--- config.mk ---
export PLATFORM = sky130hd
export DESIGN_NAME = rgb_to_hsv_8bit
export DESIGN_NICKNAME = d
export VERILOG_FILES = /design/src/rtl/hsv8_pkg.sv /design/src/rtl/hsv8_front.sv /design/src/rtl/hsv8_cell.sv /design/src/rtl/rgb_to_hsv_8bit.sv
export SDC_FILE = /design/constraint.sdc
export NUM_CORES = 1
export LEC_CHECK = 0
export ABC_CLOCK_PERIOD_IN_PS = 16650
export CAP_MARGIN = 20
export CORE_ASPECT_RATIO = 0.9
export CORE_MARGIN = 8
export CORE_UTILIZATION = 49
export CTS_BUF_LIST = sky130_fd_sc_hd__clkbuf_4 sky130_fd_sc_hd__clkbuf_8 sky130_fd_sc_hd__clkbuf_16
export DETAILED_ROUTE_END_ITERATION = 10
export DONT_BUFFER_PORTS = 1
export PLACE_DENSITY = 0.72
export SETUP_SLACK_MARGIN = 0.5
export SLEW_MARGIN = 20
export SYNTH_ARGS = -nofsm -noshare
export SYNTH_HDL_FRONTEND = slang
export SYNTH_SLANG_ARGS = --single-unit
--- constraint.sdc ---
create_clock -name clk -period 16.65 [get_ports clk]
set_clock_uncertainty 0.1 [all_clocks]
set_input_delay 0.8325 -clock clk [delete_from_list [all_inputs] [get_ports clk]]
set_output_delay 0.8325 -clock clk [all_outputs]
set_load 0.01 [all_outputs]
--- src/rtl/hsv8_pkg.sv ---
// Shared types and constants for the 8-bit RGB to HSV converter.
// Used by hsv8_front, hsv8_cell and rgb_to_hsv_8bit.
package hsv8_pkg;

  localparam int unsigned ChanW  = 8;
  localparam int unsigned NumW   = 2 * ChanW;
  localparam int unsigned QuoW   = ChanW;
  localparam int unsigned NCells = QuoW;

  localparam logic [ChanW-1:0] HueStep     = 8'd43;
  localparam logic [ChanW-1:0] HueOfsRed   = 8'd0;
  localparam logic [ChanW-1:0] HueOfsGreen = 8'd85;
  localparam logic [ChanW-1:0] HueOfsBlue  = 8'd171;

  typedef struct packed {
    logic [NumW-1:0] rem;
    logic [NumW-1:0] dsh;
    logic [QuoW-1:0] quo;
  } lane_t;

  typedef struct packed {
    logic [ChanW-1:0] bright;
    logic [ChanW-1:0] offset;
    logic             neg;
    logic             grey;
  } side_t;

  typedef struct packed {
    lane_t sat;
    lane_t hue;
    side_t side;
  } cell_t;

endpackage

--- src/rtl/hsv8_front.sv ---
// Front stage: channel max/min, hue sector, scaled numerators.
// Depends on hsv8_pkg.
module hsv8_front import hsv8_pkg::*; (
  input  logic             clk,
  input  logic             rst_n,
  input  logic             en,
  input  logic             in_valid,
  input  logic [ChanW-1:0] red,
  input  logic [ChanW-1:0] green,
  input  logic [ChanW-1:0] blue,
  output logic             valid_r,
  output cell_t            data_r
);

  logic [ChanW-1:0] mx, mn, span, ha, hb, mag, ofs;
  logic [NumW-1:0]  sat_num, hue_num;
  cell_t            data_nxt;

  always_comb begin
    if (red >= green && red >= blue) begin
      mx  = red;
      ha  = green;
      hb  = blue;
      ofs = HueOfsRed;
    end else if (green >= blue) begin
      mx  = green;
      ha  = blue;
      hb  = red;
      ofs = HueOfsGreen;
    end else begin
      mx  = blue;
      ha  = red;
      hb  = green;
      ofs = HueOfsBlue;
    end
    mn = red;
    if (green < mn) mn = green;
    if (blue < mn) mn = blue;
    span = mx - mn;
    mag  = (ha >= hb) ? (ha - hb) : (hb - ha);
    sat_num = {span, {ChanW{1'b0}}} - {{ChanW{1'b0}}, span};
    hue_num = {{ChanW{1'b0}}, HueStep} * {{ChanW{1'b0}}, mag};

    data_nxt.sat.rem     = sat_num;
    data_nxt.sat.dsh     = {1'b0, mx, {(ChanW-1){1'b0}}};
    data_nxt.sat.quo     = '0;
    data_nxt.hue.rem     = hue_num;
    data_nxt.hue.dsh     = {1'b0, span, {(ChanW-1){1'b0}}};
    data_nxt.hue.quo     = '0;
    data_nxt.side.bright = mx;
    data_nxt.side.offset = ofs;
    data_nxt.side.neg    = (ha < hb);
    data_nxt.side.grey   = (span == '0);
  end

  always_ff @(posedge clk) begin
    if (!rst_n) begin
      valid_r <= 1'b0;
    end else if (en) begin
      valid_r <= in_valid;
    end
  end

  always_ff @(posedge clk) begin
    if (en) begin
      data_r <= data_nxt;
    end
  end

endmodule

--- src/rtl/hsv8_cell.sv ---
// One restoring-division cell: one quotient bit for both lanes per stage.
// Depends on hsv8_pkg.
module hsv8_cell import hsv8_pkg::*; (
  input  logic  clk,
  input  logic  rst_n,
  input  logic  en,
  input  logic  in_valid,
  input  cell_t in_data,
  output logic  valid_r,
  output cell_t data_r
);

  cell_t data_nxt;

  always_comb begin
    data_nxt = in_data;
    if (in_data.sat.rem >= in_data.sat.dsh) begin
      data_nxt.sat.rem = in_data.sat.rem - in_data.sat.dsh;
      data_nxt.sat.quo = {in_data.sat.quo[QuoW-2:0], 1'b1};
    end else begin
      data_nxt.sat.quo = {in_data.sat.quo[QuoW-2:0], 1'b0};
    end
    data_nxt.sat.dsh = {1'b0, in_data.sat.dsh[NumW-1:1]};
    if (in_data.hue.rem >= in_data.hue.dsh) begin
      data_nxt.hue.rem = in_data.hue.rem - in_data.hue.dsh;
      data_nxt.hue.quo = {in_data.hue.quo[QuoW-2:0], 1'b1};
    end else begin
      data_nxt.hue.quo = {in_data.hue.quo[QuoW-2:0], 1'b0};
    end
    data_nxt.hue.dsh = {1'b0, in_data.hue.dsh[NumW-1:1]};
  end

  always_ff @(posedge clk) begin
    if (!rst_n) begin
      valid_r <= 1'b0;
    end else if (en) begin
      valid_r <= in_valid;
    end
  end

  always_ff @(posedge clk) begin
    if (en) begin
      data_r <= data_nxt;
    end
  end

endmodule

--- src/rtl/rgb_to_hsv_8bit.sv ---
// Top level of the 8-bit RGB to HSV converter.
// Depends on hsv8_pkg, hsv8_front and hsv8_cell.
//
// Input channel in_*: one pixel per item, in_tdata = {blue, green, red}.
// Output channel out_*: one HSV item per pixel, out_tdata =
// {brightness, saturation, hue}, in input order.
// Stages from accept to out_tvalid: front stage, eight division cells,
// output register. Throughput: one item per cycle while the receiver does not stall.
// Each division cell resolves one quotient bit of both the saturation and
// the hue divide, so the quotient width sets the cell count.
// Every stage has its own valid bit; a stage loads when it is empty or its
// successor loads, so bubbles close up while the receiver stalls and
// in_tready stays high until all stages hold items.
// Reset clears all valid bits; no item is lost or repeated across stalls.
module rgb_to_hsv_8bit import hsv8_pkg::*; (
  input  logic        clk,
  input  logic        rst_n,
  input  logic        in_tvalid,
  output logic        in_tready,
  input  logic [23:0] in_tdata,   // red [7:0], green [15:8], blue [23:16]
  output logic        out_tvalid,
  input  logic        out_tready,
  output logic [23:0] out_tdata   // hue [7:0], saturation [15:8], brightness [23:16]
);

  logic              en [NCells+2];
  logic              vld [NCells+1];
  cell_t             dat [NCells+1];
  logic [ChanW-1:0]  hue_nxt, sat_nxt;
  logic [3*ChanW-1:0] out_data_r;
  logic              out_valid_r;

  assign en[NCells+1] = !out_valid_r || out_tready;
  assign in_tready    = en[0];

  hsv8_front u_front (
    .clk      (clk),
    .rst_n    (rst_n),
    .en       (en[0]),
    .in_valid (in_tvalid),
    .red      (in_tdata[7:0]),
    .green    (in_tdata[15:8]),
    .blue     (in_tdata[23:16]),
    .valid_r  (vld[0]),
    .data_r   (dat[0])
  );
  assign en[0] = !vld[0] || en[1];

  for (genvar k = 1; k <= NCells; k++) begin : g_cell
    hsv8_cell u_cell (
      .clk      (clk),
      .rst_n    (rst_n),
      .en       (en[k]),
      .in_valid (vld[k-1]),
      .in_data  (dat[k-1]),
      .valid_r  (vld[k]),
      .data_r   (dat[k])
    );
    assign en[k] = !vld[k] || en[k+1];
  end

  always_comb begin
    if (dat[NCells].side.grey) begin
      hue_nxt = '0;
      sat_nxt = '0;
    end else begin
      sat_nxt = dat[NCells].sat.quo;
      if (dat[NCells].side.neg) begin
        hue_nxt = dat[NCells].side.offset - dat[NCells].hue.quo;
      end else begin
        hue_nxt = dat[NCells].side.offset + dat[NCells].hue.quo;
      end
    end
  end

  always_ff @(posedge clk) begin
    if (!rst_n) begin
      out_valid_r <= 1'b0;
    end else if (en[NCells+1]) begin
      out_valid_r <= vld[NCells];
    end
  end

  always_ff @(posedge clk) begin
    if (en[NCells+1]) begin
      out_data_r <= {dat[NCells].side.bright, sat_nxt, hue_nxt};
    end
  end

  assign out_tvalid = out_valid_r;
  assign out_tdata  = out_data_r;

endmodule
==> flow_metrics.tcl, run 1 <==
set metrics [dict create \
    syn_to_final_growth_pct 9.79 \
    num-fill-cells 4539 \
    cp-end-kind "flip-flop" \
    coreArea_um2 55600 \
    ys_warn_count 0 \
    synth_cell_type_count 66 \
    grt_pass1_vias 16066 \
    syn_area_um2 27600 \
    synth_edf_count 523 \
    grt_max_degree 67 \
    crit_type "input port to flip-flop" \
    rsz0062_at_grt "false" \
    synthesis.nets 2536 \
    vias_per_cell 5.13 \
    ant_nets 0 \
    track_usage_pct 14.1 \
    wirelength_um 45100 \
    cts_tree "done" \
    ys_ff_latch 533 \
    worst_pin_slew_ps 964 \
    cp.required_ps 16990 \
    cp-start-kind "input port" \
    n_antenna_cell 0 \
    post_drt_wl_per_cell_um 14.6 \
    maxSlewHeadroom_pct 35.6 \
    overflow 0 \
    synth_cells 2257 \
    gp_congestion 0.846 \
    clk-insertion-delay-late_ps 570 \
    clock.fmax_ghz 0.118 \
    clkSinkCount 533 \
    status "finished, final reports clean" \
    cp-startpoint "in_tdata[5]" \
    drc_errors 0 \
    maxSlewViolCount 0 \
    dr.pass1.iters 5 \
    setup_viol 0 \
    die_x_um 266 \
    finalHoldViolCount 0 \
    fin_crit_sh_pct 51.1 \
    r2r_start "g_cell[5].u_cell.data_r[84]" \
    cts.clk_slew.worst_paths_ps 60 \
    dp_hpwl_um 34200 \
    grt_pass1_wl_um 75700 \
    hp-start "rst_n" \
    start_util_pct 49.6 \
    fin_util_pct 54.4 \
    hold_class "input port to flip-flop" \
    portBuffers 0 \
    critPathSlowestCell "a221o_1" \
    dieHeight_um 241 \
    critPathArrivalTime_ps 8840 \
    rows 82 \
    slowest_delay_ps 620 \
    layout.cells.most_common_list "523 x edfxtp_1, 276 x inv_1, 224 x ha_1" \
    drive_above_1_share_pct 6.50 \
    synth.avg_cell_area_um2 12.2 \
    final_common_cell "edfxtp_1" \
    postCtsHoldBufs 0 \
    ctsResizeCount 0 \
    ys.flop_type "edfxtp_1" \
    synth-seq-area-share_pct 57.7 \
    setup_tns_ps 0 \
    cts_setup_buffers 0 \
    synthArstFlopShare_pct 0 \
    fin_crit_ps 8500 \
    die_area_um2 64100 \
    vias 15878 \
    maxCapViolCount 0 \
    drtIter0Drc 672 \
    ctsHtreeMaxLevel 2 \
    critPathMaxFanout 50 \
    multi_input_area_um2 10500 \
    nets 2575 \
    cts_buffer_depth 3 \
    antenna_found_initial 0 \
    io_pins 54 \
    numCtsBuffers 52 \
    root_buffer "clkbuf_16" \
    cp_common_cell "o21ai_0" \
    seq_area_um2 15900 \
]
## flip-flops by register name, indices dropped and copies added, names as in the netlist
name,cells
g_cell.u_cell.valid_r,8
out_tdata,24
out_tvalid,1
u_front.valid_r,1
g_cell.u_cell.data_r,449
u_front.data_r,50
## cells in the mapped netlist (all sizes together), types with 26 or more instances
cell	count	area [µm²]
a21boi	28	210
a21o	49	368
a21oi	135	683
edfxtp	523	15700
fa	27	541
ha	224	2800
inv	279	1050
mux2	29	327
mux2i	34	357
nand2	135	507
nand2b	35	219
nor2	162	611
nor2b	59	369
nor3	31	160
o21a	26	195
o21ai	118	591
xnor2	87	762
xor2	55	482
## kinds of logic (layout without fill, tap and decap cells)
| family | Yosys count | in the layout | synth area share, % |
|---|---|---|---|
| AOI/OAI and AO/OA | 426 | 426 | 9.41 |
| xor gates and xnor gates | 142 | 142 | 4.51 |
| adders and majority gates | 251 | 251 | 12.1 |
| buffers and inverters | 308 | 388 | 4.22 |
| DFF | 533 | 533 | 57.7 |
| muxes | 63 | 63 | 2.48 |
| and+or+nand+nor | 534 | 534 | 9.57 |
## per-stage QoR
step / instances / hold WS, ps / worst slack (ps) / cell area, µm²
6_report: 3093 / 279 / 8150 / 30300
5_1_grt: 3093 / 250 / 7400 / 30300
4_1_cts: 3093 / 233 / 8220 / 30300
3_5_place_dp: 2998 / 305 / 7650 / 28500
3_3_place_gp: 2998 / 300 / 7950 / 28500
2_1_floorplan: 2257 / 300 / 8680 / 27600
## critical path, delay by kind of cell
kind	cells	cell delay (ps)
xor gates and xnor gates	1	240
AOI/OAI and AO/OA	16	3780
buffers and inverters	5	610
adders and majority gates	7	2350
and+or+nand+nor	7	1000
## final cells by class
cell class / count / area share (%)
inverter: 279 / 3.46
timing repair buffer: 14 / 0.347
clock inverter: 32 / 1.11
multi-input combinational: 1416 / 34.8
tap: 756 / 3.12
sequential: 533 / 52.5
clock buffer: 63 / 4.63
## layer usage
metal  wire [µm]  vias to the layer above  track usage, %
met4        1170                        0            4.84
met3        1970                       75            2.88
met5           0                        -               0
met2       22500                      235            26.1
li1            -                     8169               -
met1       19400                     7399            16.3
## path summary, 6_finish.rpt
check / slack [ps] / cells after the start / to
min: 280 / 1 / out_tvalid
max reg2reg: 13100 / 13 / g_cell[6].u_cell.data_r[96]
max: 8150 / 36 / u_front.data_r[55]
min reg2reg: 300 / 0 / g_cell[6].u_cell.data_r[63]
Power of run 1 is left out: the tool's default activity adds up to more than one toggle a clock period on the data nets, which glitch-free logic cannot reach.
==> run 2, diff against run 1 <==
--- a/config.mk
+++ b/config.mk
@@ -5,7 +5,7 @@
 export SDC_FILE = /design/constraint.sdc
 export NUM_CORES = 1
 export LEC_CHECK = 0
-export ABC_CLOCK_PERIOD_IN_PS = 16650
+export ABC_CLOCK_PERIOD_IN_PS = 8850
 export CAP_MARGIN = 20
 export CORE_ASPECT_RATIO = 0.9
 export CORE_MARGIN = 8
==> constraint.sdc (replaced) <==
create_clock -name clk -period 8.85 [get_ports clk]
set_clock_uncertainty 0.1 [all_clocks]
set_input_delay 0.4425 -clock clk [delete_from_list [all_inputs] [get_ports clk]]
set_output_delay 0.4425 -clock clk [all_outputs]
set_load 0.01 [all_outputs]
==> run 2 against run 1 <==
Sequential share of layout area about the same. Non-clock buffer count increased by 5. Cell count is 0.16% higher. Critical path type unchanged.
==> flow_metrics.tcl, run 2 (synthesized netlist as in run 1, its figures left out) <==
set metrics [dict create \
    track_usage_pct 14.1 \
    cts_buffer_depth 3 \
    layout.cells.most_common_list "523 x edfxtp_1, 276 x inv_1, 224 x ha_1" \
    n_antenna_cell 0 \
    largest_reg_flops 449 \
    dr.pass1.iters 5 \
    rows 82 \
    root_buffer "clkbuf_16" \
    fin_crit_ps 7610 \
    crit_family "compound AO/OA/AOI/OAI gates" \
    clock.fmax_ghz 0.131 \
    cts.clk_slew.worst_paths_ps 60 \
    start_util_pct 49.6 \
    finalHoldViolCount 0 \
    overflow 0 \
    numCtsBuffers 52 \
    drc_errors 0 \
    cp.required_ps 9200 \
    maxSlewViolCount 0 \
    post_drt_wl_per_cell_um 14.5 \
    slowest_delay_ps 570 \
    fin_util_pct 54.4 \
    die_x_um 266 \
    antenna_found_initial 0 \
    dieHeight_um 241 \
    cp-end-kind "flip-flop" \
    fin_cells 3098 \
    max_flop_register "g_cell.u_cell.data_r" \
    clkSinkCount 533 \
    vias 15943 \
    clk-insertion-delay-late_ps 580 \
    die_area_um2 64100 \
    setup_viol 0 \
    ctsHtreeMaxLevel 2 \
    maxCapViolCount 0 \
    timing.hold.ws_ps 82.1 \
    vias_per_cell 5.15 \
    grt_max_degree 67 \
    gp_congestion 0.842 \
    drtIter0Drc 726 \
    ant_nets 0 \
    maxSlewHeadroom_pct 36.9 \
    hold_class "input port to flip-flop" \
    status "finished, final reports clean" \
    nets 2580 \
    path_buf_inv 5 \
    coreArea_um2 55600 \
    grt_pass1_vias 16295 \
    dp_hpwl_um 34600 \
    critPathMaxFanout 40 \
    drive_above_1_share_pct 6.66 \
    worst_pin_slew_ps 943 \
    syn_to_final_growth_pct 9.75 \
    fin_crit_sh_pct 85.9 \
    grt_pass1_wl_um 75600 \
    critPathSlowestCell "fa_1" \
    cp-start-kind "input port" \
    cts_tree "done" \
    setup_tns_ps 0 \
    wirelength_um 44900 \
    io_pins 54 \
    post-place-cells 3000 \
    portBuffers 0 \
    final_common_cell "edfxtp_1" \
    cp_common_cell "o21ai_0" \
    critPathArrivalTime_ps 7950 \
    crit_type "input port to flip-flop" \
    cts_setup_buffers 0 \
    rsz0062_at_grt "false" \
]
==> run 2: worst paths after layout <==
check             slack [ps]  cells after the start                     endpoint                   startpoint
setup / recovery        1240                     34           u_front.data_r[55]                  in_tdata[8]
hold / removal            80                      2           u_front.data_r[76]                  in_tdata[3]
setup reg to reg        5330                     13  g_cell[6].u_cell.data_r[96]  g_cell[5].u_cell.data_r[84]
hold reg to reg          310                      0   g_cell[5].u_cell.data_r[0]   g_cell[4].u_cell.data_r[0]
==> run 2: routing by layer <==
| metal | up-vias | global-route usage, % | routed length (µm) |
|---|---|---|---|
| met2 | 224 | 26.1 | 22600 |
| li1 | 8166 | - | - |
| met5 | - | 0 | 0 |
| met4 | 0 | 4.66 | 1260 |
| met1 | 7471 | 15.9 | 19000 |
| met3 | 82 | 3.37 | 2100 |
==> run 2: repair_timing <==
action                     CTS  global route
gates resized for setup      0             3
hold endpoints to repair    10             0
setup endpoints to repair    0             1
hold buffers                 3             0
==> run 2: area by class of cell <==
type	count	area, µm²
Clock buffer	65	1420
Clock inverter	30	248
Fill cell	4529	25300
Inverter	279	1050
Multi-Input combinational cell	1416	10500
Sequential cell	533	15900
Tap cell	756	946
Timing Repair Buffer	19	166
==> run 2: worst reg2reg max path, cell delays in order, from the launching register on <==
cell and delay, ps:
edfxtp_1 380, inv_1 70, ha_1 200, fa_1 220, nor2b_1 50, o21ai_0 210
a21boi_0 150, o21a_1 200, o21a_1 210, nor4b_2 670, inv_1 370, nand2b_1 220
nor2_1 70, xor2_1 140
==> run 2: metrics by stage <==
stage	instance area [µm²]	setup slack, ps
global placement	28600	719
detailed placement	28600	507
global route	30300	548
finish	30300	1240
CTS	30300	1090
floorplan	27600	1270
Power of run 2 is left out for the same reason.
